File: src/rtl/core/ppcq_pkg.sv
`default_nettype none
// ----------------------------------------------------------------------------
// ppcq_pkg
// Shared types and constants for the projection pixel calibrate/quantize block.
// ----------------------------------------------------------------------------
package ppcq_pkg;

    localparam int MAX_WIDTH  = 4096;
    localparam int MAX_HEIGHT = 4096;

    localparam int GEOM_W  = 13;
    localparam int POS_W   = 12;
    localparam int ADDR_W  = 24;
    localparam int PIX_W   = 16;
    localparam int CFG_W   = 32;
    localparam int CIDX_W  = 3;

    localparam int QDEPTH  = 4;
    localparam int QPTR_W  = $clog2(QDEPTH);
    localparam int QCNT_W  = $clog2(QDEPTH + 1);

    // visual: byte = floor(m / 100), m < 25600, by reciprocal 5243 / 2^19
    localparam logic [12:0] RECIP_100   = 13'd5243;
    localparam logic [32:0] VIS_SAT_LIM = 33'd25600;
    localparam logic [50:0] VIS_BIAS    = 51'd6553600;

    typedef enum logic [CIDX_W-1:0] {
        REG_GAIN      = 3'd0,
        REG_OFFSET    = 3'd1,
        REG_VISUAL    = 3'd2,
        REG_THRESHOLD = 3'd3,
        REG_STEP_INV  = 3'd4,
        REG_WIDTH     = 3'd5,
        REG_HEIGHT    = 3'd6
    } t_cfg_reg;

    typedef struct packed {
        logic signed [31:0] gain;
        logic signed [31:0] offset;
        logic               visual_mode;
        logic signed [31:0] threshold;
        logic [31:0]        step_inverse;
        logic [GEOM_W-1:0]  width;
        logic [GEOM_W-1:0]  height;
    } t_cfg;

    typedef struct packed {
        logic signed [PIX_W-1:0] pixel;
        logic [ADDR_W-1:0]       addr;
        logic                    eoi;
    } t_item;

    typedef struct packed {
        logic [ADDR_W-1:0] addr;
        logic              eoi;
        logic              empty;
    } t_tag;

endpackage
`default_nettype wire

File: src/rtl/core/ppcq_front.sv
`default_nettype none
// ----------------------------------------------------------------------------
// ppcq_front
// Accepts input beats, drops cropped and out-of-frame pixels, forms the
// flipped destination address and end-of-image flag, and pushes to the queue.
// ----------------------------------------------------------------------------
module ppcq_front import ppcq_pkg::*; (
    input  wire logic                    i_valid,
    output logic                         o_stall,
    input  wire logic signed [PIX_W-1:0] i_pixel,
    input  wire logic [POS_W-1:0]        i_row,
    input  wire logic [POS_W-1:0]        i_column,
    input  wire t_cfg                    i_cfg,
    input  wire logic                    i_q_full,
    output logic                         o_push,
    output t_item                        o_item
);

    logic [GEOM_W-1:0] w;
    logic [GEOM_W-1:0] h;
    logic [GEOM_W-1:0] wm1;
    logic [GEOM_W-1:0] hm1;
    logic [GEOM_W-1:0] r_ext;
    logic [GEOM_W-1:0] c_ext;
    logic [POS_W-1:0]  flip_row;
    logic              keep;
    logic [2*POS_W-1:0] prod;

    always_comb begin
        w = (i_cfg.width > GEOM_W'(MAX_WIDTH)) ? GEOM_W'(MAX_WIDTH) : i_cfg.width;
        h = (i_cfg.height > GEOM_W'(MAX_HEIGHT)) ? GEOM_W'(MAX_HEIGHT) : i_cfg.height;
        wm1 = w - GEOM_W'(1);
        hm1 = h - GEOM_W'(1);
        r_ext = {1'b0, i_row};
        c_ext = {1'b0, i_column};
        keep = (w >= GEOM_W'(2)) && (h != '0) && (r_ext < h) && (c_ext < wm1);
        flip_row = POS_W'(hm1 - r_ext);
        prod = flip_row * wm1[POS_W-1:0];
        o_item.pixel = i_pixel;
        o_item.addr  = ADDR_W'(prod) + ADDR_W'(i_column);
        o_item.eoi   = (r_ext == hm1) && (c_ext == w - GEOM_W'(2));
        o_stall = i_q_full;
        o_push  = i_valid && !i_q_full && keep;
    end

endmodule
`default_nettype wire

File: config.mk
export PLATFORM = sky130hd
export DESIGN_NAME = ppcq_front
export DESIGN_NICKNAME = d
export VERILOG_FILES = /design/src/rtl/core/ppcq_pkg.sv /design/src/rtl/core/ppcq_front.sv
export SDC_FILE = /design/constraint.sdc
export NUM_CORES = 1
export LEC_CHECK = 0
export ABC_CLOCK_PERIOD_IN_PS = 15700
export BUFFER_PORTS_ARGS = -buffer_cell sky130_fd_sc_hd__buf_2
export CAP_MARGIN = 10
export CORE_ASPECT_RATIO = 1.2
export CORE_MARGIN = 3
export CORE_UTILIZATION = 50
export DETAILED_ROUTE_END_ITERATION = 8
export GPL_ROUTABILITY_DRIVEN = 0
export PLACE_DENSITY = 0.79
export SLEW_MARGIN = 15
export SYNTH_ARGS = -nofsm -noshare
export SYNTH_HDL_FRONTEND = slang
export SYNTH_SLANG_ARGS = --single-unit
File: constraint.sdc
create_clock -name vclk -period 15.7
set_input_delay 3.14 -clock vclk [all_inputs]
set_output_delay 3.14 -clock vclk [all_outputs]
set_load 0.005 [all_outputs]
==> results.ini <==
[outcome]
status = completed

[sta]
fmax_ghz = 0.0706
hold_viol = 0
max_slew_margin_pct = 32.9
fin_hold_ws_ns = 6.28
min_period_ns = 14.16
maxSlewViolCount = 0
worst_pin_slew_ns = 1.00
rsz0062_at_grt = no
worst_slack_ns = 1.54
setup_violations = 0
fin_tns_setup_ns = 0
period_share_pct = 90.2

[hold_path]
hold_class = input port to output pin

[grt]
overflow = 0
grt_pass1_wl_mm = 31.5
first_global_vias = 6939
grt_max_degree = 27
antenna_found_initial = 0
track_usage_pct = 22.7

[job]
maxCapViolCount = 0

[die]
dieWidth_um = 117
die_h_um = 140
dieArea_um2 = 16400
fp-row-count = 48
io_pins = 240
core-area_um2 = 14500
initial_utilization_pct = 51.4

[route]
num_vias = 6656
antenna_left = 0
first_pass_iters = 4
post_drt_wl_per_cell_um = 15.4
drc = 0
drt_iter0_drc = 333
drt-total-wl_mm = 18.4
vias_per_cell = 5.56

[finish]
final_nets = 1418
layout-drive-gt1-share_pct = 11.4
n_antenna_cell = 0
nFlopsAndLatches = 0
seqCellArea_um2 = 0
clkbuf_count = 0
fill_cells = 1369
syn_to_final_growth_pct = 6.49

[yosys]
ys_top_cells_by_count = inv_1, nor2_1, fa_1
synth-warning-count = 0
syn_avg_cell_area_um2 = 7.80
synth_cell_types = 66
ys_top_cells_by_area = fa_1, ha_1, inv_1, nor2_1, xnor2_1
synth.most_common_cell = inv_1
synthesis.nets = 1372
synth_area_leader_cell = fa_1
synth_cells = 954
netlist_area_um2 = 7440
yosysTopAreaCellShare_pct = 30.1
ys_seq_area_share_pct = 0

[setup_path]
cpMostUsedCell = fa_1
slowest_delay_ns = 0.62
crit_type = input port to output pin
cp-end-kind = output pin
cp_top_family = adder cells
crit_fanout = 26
required_ns = 12.56
path_buf_inv = 6
crit_slowest_cell = xnor2_1
arrival_ns = 11.02
crit_path_start_kind = input port

[clocking]
post_cts_buffers = 0
postCtsHoldBufs = 0
cts_resized = 0

[place]
hpwl_mm = 15.6
dp_slack_ns = 1.60
io_buffer_count = 79

cells by family (layout without fill, tap and decap cells):
family,after synthesis,after routing,share of synthesized area [%]
XOR/XNOR,50,50,5.89
multiplexers,4,4,0.589
buffers and inverters,230,274,12.7
adder cells (fa/ha/maj),221,221,48.5
AND/OR/NAND/NOR,301,301,19.6
AO/OA/AOI/OAI,148,148,12.7
layer usage:
metal  routed length (um)  vias up  share of wire, %  GRT usage [%]
met1                 7340     3198                40           29.1
met2                 9090      264                49           40.3
li1                     -     3137                 -              -
met4                  713        0               3.9           7.66
met5                    0        -                 0              0
met3                 1280       57               6.9           2.20
metrics by stage:
stage          cell area (um^2)  cells  util, %
3_3_place_gp               7920   1198     54.7
6_report                   7920   1198     54.7
5_1_grt                    7920   1198     54.7
2_1_floorplan              7440    954        -
3_5_place_dp               7920   1198     54.7
4_1_cts                    7920   1198     54.7
cell type report:
cell class | instances | area (um^2) | share of cell area [%]
repair buffers | 91 | 485 | 6.13
well taps | 200 | 250 | 3.16
inverters | 183 | 687 | 8.67
multi-input cells | 724 | 6500 | 82.0
path summary, 6_finish.rpt:
check,to,cells after the start,slack (ns),start
setup / recovery,o_item[24],28,1.54,i_cfg[12]
hold / removal,o_item[26],0,6.28,i_pixel[1]
cells in the final DEF, fill, tap and decap left out, drive strengths merged, types with 5 or more instances in the layout:
cell type  netlist  layout
a211oi           5       5
a21o            11      11
a21oi           44      44
buf             25      91
fa             112     112
ha             109     109
inv            181     181
nand2           65      65
nand2b          39      39
nand3            9       9
nor2           118     118
nor2b           13      13
nor3            10      10
nor4             7       7
o211ai           6       6
o21a             9       9
o21ai           38      38
o22ai            5       5
or2              8       8
or3              5       5
or4              5       5
xnor2           31      31
xor2            19      19
Power is not shown: default switching activity piles up to over one toggle a cycle in this logic, so the estimate is an artifact.
