===== config.mk =====
export PLATFORM = sky130hd
export DESIGN_NAME = ppcq_queue
export DESIGN_NICKNAME = d
export VERILOG_FILES = /design/src/rtl/core/ppcq_pkg.sv /design/src/rtl/core/ppcq_queue.sv
export SDC_FILE = /design/constraint.sdc
export NUM_CORES = 1
export LEC_CHECK = 0
export ABC_CLOCK_PERIOD_IN_PS = 6300
export BUFFER_PORTS_ARGS = -buffer_cell sky130_fd_sc_hd__buf_2
export CAP_MARGIN = 20
export CORE_ASPECT_RATIO = 0.75
export CORE_MARGIN = 2
export CORE_UTILIZATION = 55
export DETAILED_ROUTE_END_ITERATION = 6
export GPL_TIMING_DRIVEN = 0
export PLACE_DENSITY = 0.85
export SLEW_MARGIN = 5
export SYNTH_ARGS = -nofsm -noshare
export SYNTH_HDL_FRONTEND = slang
export SYNTH_SLANG_ARGS = --single-unit

===== constraint.sdc =====
create_clock -name i_clk -period 6.3 [get_ports i_clk]
set_clock_uncertainty 0.1 [all_clocks]
set_input_delay 1.575 -clock i_clk [delete_from_list [all_inputs] [get_ports i_clk]]
set_output_delay 1.575 -clock i_clk [all_outputs]
set_load 0.1 [all_outputs]

===== src/rtl/core/ppcq_pkg.sv =====
`default_nettype none
// ----------------------------------------------------------------------------
// ppcq_pkg
// Shared types and constants for the projection pixel calibrate/quantize block.
// ----------------------------------------------------------------------------
package ppcq_pkg;

    localparam int MAX_WIDTH  = 4096;
    localparam int MAX_HEIGHT = 4096;

    localparam int GEOM_W  = 13;
    localparam int POS_W   = 12;
    localparam int ADDR_W  = 24;
    localparam int PIX_W   = 16;
    localparam int CFG_W   = 32;
    localparam int CIDX_W  = 3;

    localparam int QDEPTH  = 4;
    localparam int QPTR_W  = $clog2(QDEPTH);
    localparam int QCNT_W  = $clog2(QDEPTH + 1);

    // visual: byte = floor(m / 100), m < 25600, by reciprocal 5243 / 2^19
    localparam logic [12:0] RECIP_100   = 13'd5243;
    localparam logic [32:0] VIS_SAT_LIM = 33'd25600;
    localparam logic [50:0] VIS_BIAS    = 51'd6553600;

    typedef enum logic [CIDX_W-1:0] {
        REG_GAIN      = 3'd0,
        REG_OFFSET    = 3'd1,
        REG_VISUAL    = 3'd2,
        REG_THRESHOLD = 3'd3,
        REG_STEP_INV  = 3'd4,
        REG_WIDTH     = 3'd5,
        REG_HEIGHT    = 3'd6
    } t_cfg_reg;

    typedef struct packed {
        logic signed [31:0] gain;
        logic signed [31:0] offset;
        logic               visual_mode;
        logic signed [31:0] threshold;
        logic [31:0]        step_inverse;
        logic [GEOM_W-1:0]  width;
        logic [GEOM_W-1:0]  height;
    } t_cfg;

    typedef struct packed {
        logic signed [PIX_W-1:0] pixel;
        logic [ADDR_W-1:0]       addr;
        logic                    eoi;
    } t_item;

    typedef struct packed {
        logic [ADDR_W-1:0] addr;
        logic              eoi;
        logic              empty;
    } t_tag;

endpackage
`default_nettype wire


===== src/rtl/core/ppcq_queue.sv =====
`default_nettype none
// ----------------------------------------------------------------------------
// ppcq_queue
// Short FIFO that decouples the classify front from the arithmetic back.
// ----------------------------------------------------------------------------
module ppcq_queue import ppcq_pkg::*; (
    input  wire logic  i_clk,
    input  wire logic  i_rst_n,
    input  wire logic  i_push,
    input  wire t_item i_item,
    input  wire logic  i_pop,
    output logic       o_full,
    output logic       o_avail,
    output t_item      o_item
);

    t_item             r_mem [QDEPTH];
    logic [QPTR_W-1:0] r_wr;
    logic [QPTR_W-1:0] r_rd;
    logic [QCNT_W-1:0] r_cnt;
    logic              do_pop;

    assign do_pop  = i_pop && (r_cnt != '0);
    assign o_full  = (r_cnt == QCNT_W'(QDEPTH));
    assign o_avail = (r_cnt != '0);
    assign o_item  = r_mem[r_rd];

    always_ff @(posedge i_clk) begin
        if (!i_rst_n) begin
            r_wr  <= '0;
            r_rd  <= '0;
            r_cnt <= '0;
        end else begin
            if (i_push) r_wr <= r_wr + QPTR_W'(1);
            if (do_pop) r_rd <= r_rd + QPTR_W'(1);
            r_cnt <= r_cnt + QCNT_W'(i_push) - QCNT_W'(do_pop);
        end
    end

    always_ff @(posedge i_clk) begin
        if (i_push) r_mem[r_wr] <= i_item;
    end

endmodule
`default_nettype wire


==> impl_metrics.env <==
export IMPL_start_util_pct=55.88
export IMPL_min_delay_path_class="reg -> reg"
export IMPL_cts_made_buffers=17
export IMPL_drive_gt1_share_pct=45.69
export IMPL_ys_warnings_count=0
export IMPL_max_slew_worst_pin_slew_ps=634.2
export IMPL_drc=0
export IMPL_grt_antenna_before_repair=0
export IMPL_cpPeakStageDelay_ps=420
export IMPL_avgRoutedWirePerCell_um=19.85
export IMPL_period_minus_slack_ps=3652
export IMPL_reg2reg_depth=7
export IMPL_drtIter0Drc=219
export IMPL_r2r_end="r_cnt[2]"
export IMPL_hpwl_mm=6.813
export IMPL_worstSetupPathType="reg -> out"
export IMPL_syn_area_um2=6442
export IMPL_chipWidth_um=129.0
export IMPL_clock_latency_ps=410
export IMPL_ant_nets=0
export IMPL_antenna_cells=0
export IMPL_peakVddDrop_mv=0.3276
export IMPL_max_freq_ghz=0.2738
export IMPL_p_comb_share_pct=33.2
export IMPL_first_pass_iters=4
export IMPL_post_drt_via_cell_ratio=5.343
export IMPL_drv_slew=0
export IMPL_fp_dieH_um=97.73
export IMPL_worstReg2RegStart="r_cnt[1]"
export IMPL_p_int_mw=2.213
export IMPL_yosysUniqueCellTypes=22
export IMPL_outcome="finished, final reports clean"
export IMPL_fin_setup_tns_ps=0
export IMPL_grt_pass1_wl_mm=17.17
export IMPL_grt_pass1_vias=3170
export IMPL_p_leak_nw=2.693
export IMPL_grt_max_degree=31
export IMPL_syn_avg_cell_area_um2=24.78
export IMPL_cp_max_fo=10
export IMPL_hold_viol=0
export IMPL_grt_setup_unrepaired="no"
export IMPL_syn_nets=312
export IMPL_synth_cells=260
export IMPL_clkTransAtPathRegs_ps=60
export IMPL_final_common_cell="edfxtp_1"
export IMPL_fin_crit_sh_pct=57.97
export IMPL_grt_overflow=0
export IMPL_endpoint_kind="output pin"
export IMPL_cts_buffer_depth=2
export IMPL_arrival_ps=1980
export IMPL_required_ps=4620
export IMPL_min_from="r_rd[1]"
export IMPL_nFillCells=732
export IMPL_syn_to_final_growth_pct=20.41
export IMPL_cts_tree="built"
export IMPL_cp_slowest_cell="buf_2"
export IMPL_cpMostUsedCell="buf_2"
export IMPL_netSwitchingFraction_pct=37.82
export IMPL_p_seq_share_pct=38.0
export IMPL_clock_sinks=173
export IMPL_drt_wl_total_mm=10.82
export IMPL_top_level_ports=88
export IMPL_port_buffers=87
export IMPL_p_switching_mw=1.346
export IMPL_grt_use_total_pct=18.82
export IMPL_num_rows=34
export IMPL_synth_seq_cells=173
export IMPL_finalSetupViolCount=0
export IMPL_path_cells="buf_1 -> buf_2 -> mux4_2 -> buf_2"
export IMPL_fin_nets=422
export IMPL_power_density_nw_per_um2=458.8
export IMPL_maxCapViolations=0
export IMPL_coreArea_um2=11530
export IMPL_final_cell_mix="164 x edfxtp_1, 91 x buf_2, 40 x mux4_2, 17 x clkbuf_16, 9 x dfxtp_1"
export IMPL_pwr_share_clk_pct=28.8
export IMPL_start_kind="flip-flop"
export IMPL_gp_congestion=0.6508
export IMPL_vias=2912
export IMPL_hold_buffers=0
export IMPL_slew_headroom_pct=57.72
export IMPL_die_area_um2=12600
export IMPL_r2r_setup_slack_ps=4180
export IMPL_yosysSeqAreaShare_pct=79.24
export IMPL_hold_path_cell_count=2
export IMPL_cts_resized=0
export IMPL_clockRootBuffer="clkbuf_16"
export IMPL_post_cts_buffers=0
export IMPL_htree_levels=4
export IMPL_finalPower_mw=3.559
-- worst max path at each step --
stage          slack [ps]  depth (start not counted)      start     endpoint
2_1_floorplan        3180                          2  flip-flop   o_item[37]
3_3_place_gp         2340                          2     i_push  r_mem[3][9]
3_5_place_dp         3040                          8      i_pop     r_cnt[2]
4_1_cts              2600                          4  flip-flop   o_item[20]
5_1_grt              2500                          4  flip-flop   o_item[32]
6_report             2650                          4  flip-flop   o_item[18]
-- power by group through the flow --
stage	clock, mW	combinational, mW	sequential [mW]
6_report	1.03	1.18	1.35
5_1_grt	1.09	1.24	1.36
4_1_cts	1.04	1.20	1.35
3_5_place_dp	0	1.20	1.37
3_3_place_gp	0	1.18	1.37
2_1_floorplan	0	1.02	1.37
-- state kept, by name, summed over array words and instances, names as in the netlist, named ones only --
name and cells:
r_cnt 3, r_mem 164, r_rd 2, r_wr 2
-- cell usage after synthesis, drive strengths merged --
cell type  count  area [µm²]
and3           1       6.260
xnor3          1       22.52
xor2           1       8.760
ha             6       75.07
dfxtp          9       180.2
nand2b         2       12.51
and2           8       50.05
o31a           1       8.760
mux2i          4       40.04
nor2b          1       6.260
edfxtp       164        4925
inv            6       22.52
fa             1       20.02
nand2          2       7.510
mux4          41       927.1
buf           10       115.1
or3            1       6.260
o311ai         1       8.760
-- cells by family (layout without fill, tap and decap cells) --
logic type	Yosys count	count (layout)	share of synthesized area, %
xor+xnor	2	2	0.4855
mux	45	45	15.01
compound gates	2	2	0.2719
fa+ha+maj	7	7	1.476
simple gates	15	15	1.379
flops	173	173	79.24
buf+inv	16	139	2.136
-- metal layers --
layer | GRT usage (%) | up-vias | routed length, µm | part of all wire (%)
li1 | - | 1315 | - | -
met1 | 24.86 | 1513 | 4658 | 43
met2 | 30.73 | 73 | 5479 | 51
met3 | 5.370 | 11 | 567 | 5.2
met4 | 6.271 | 0 | 113 | 1.0
met5 | 0 | - | 0 | 0
-- cell type report --
type | instances | area (µm²) | share of cell area, %
flip-flops and latches | 173 | 5105 | 65.81
multi-input cells | 71 | 1205 | 15.53
repair buffers | 91 | 523.0 | 6.742
clock buffers | 17 | 425.4 | 5.484
well taps | 162 | 202.7 | 2.613
clock inverters | 15 | 158.9 | 2.048
plain buffers | 10 | 115.1 | 1.484
inverters | 6 | 22.52 | 0.2903
-- per-stage QoR --
step	hold slack (ps)	instances	util [%]	setup slack, ps	cell area (µm²)
2_1_floorplan	348.9	260	-	3182	6442
5_1_grt	428.1	545	67.29	2499	7757
3_3_place_gp	360.5	509	61.42	2335	7081
3_5_place_dp	394.4	513	62.22	3037	7173
4_1_cts	396.2	545	67.29	2599	7757
6_report	404.8	545	67.29	2648	7757
-- worst max-delay path: cells and delay by family (launching register included) --
kind,cells,cell delay [ps]
buffers and inverters,3,970
flip-flops,1,310
multiplexers,1,270
(Power assumes the default switching activity.)
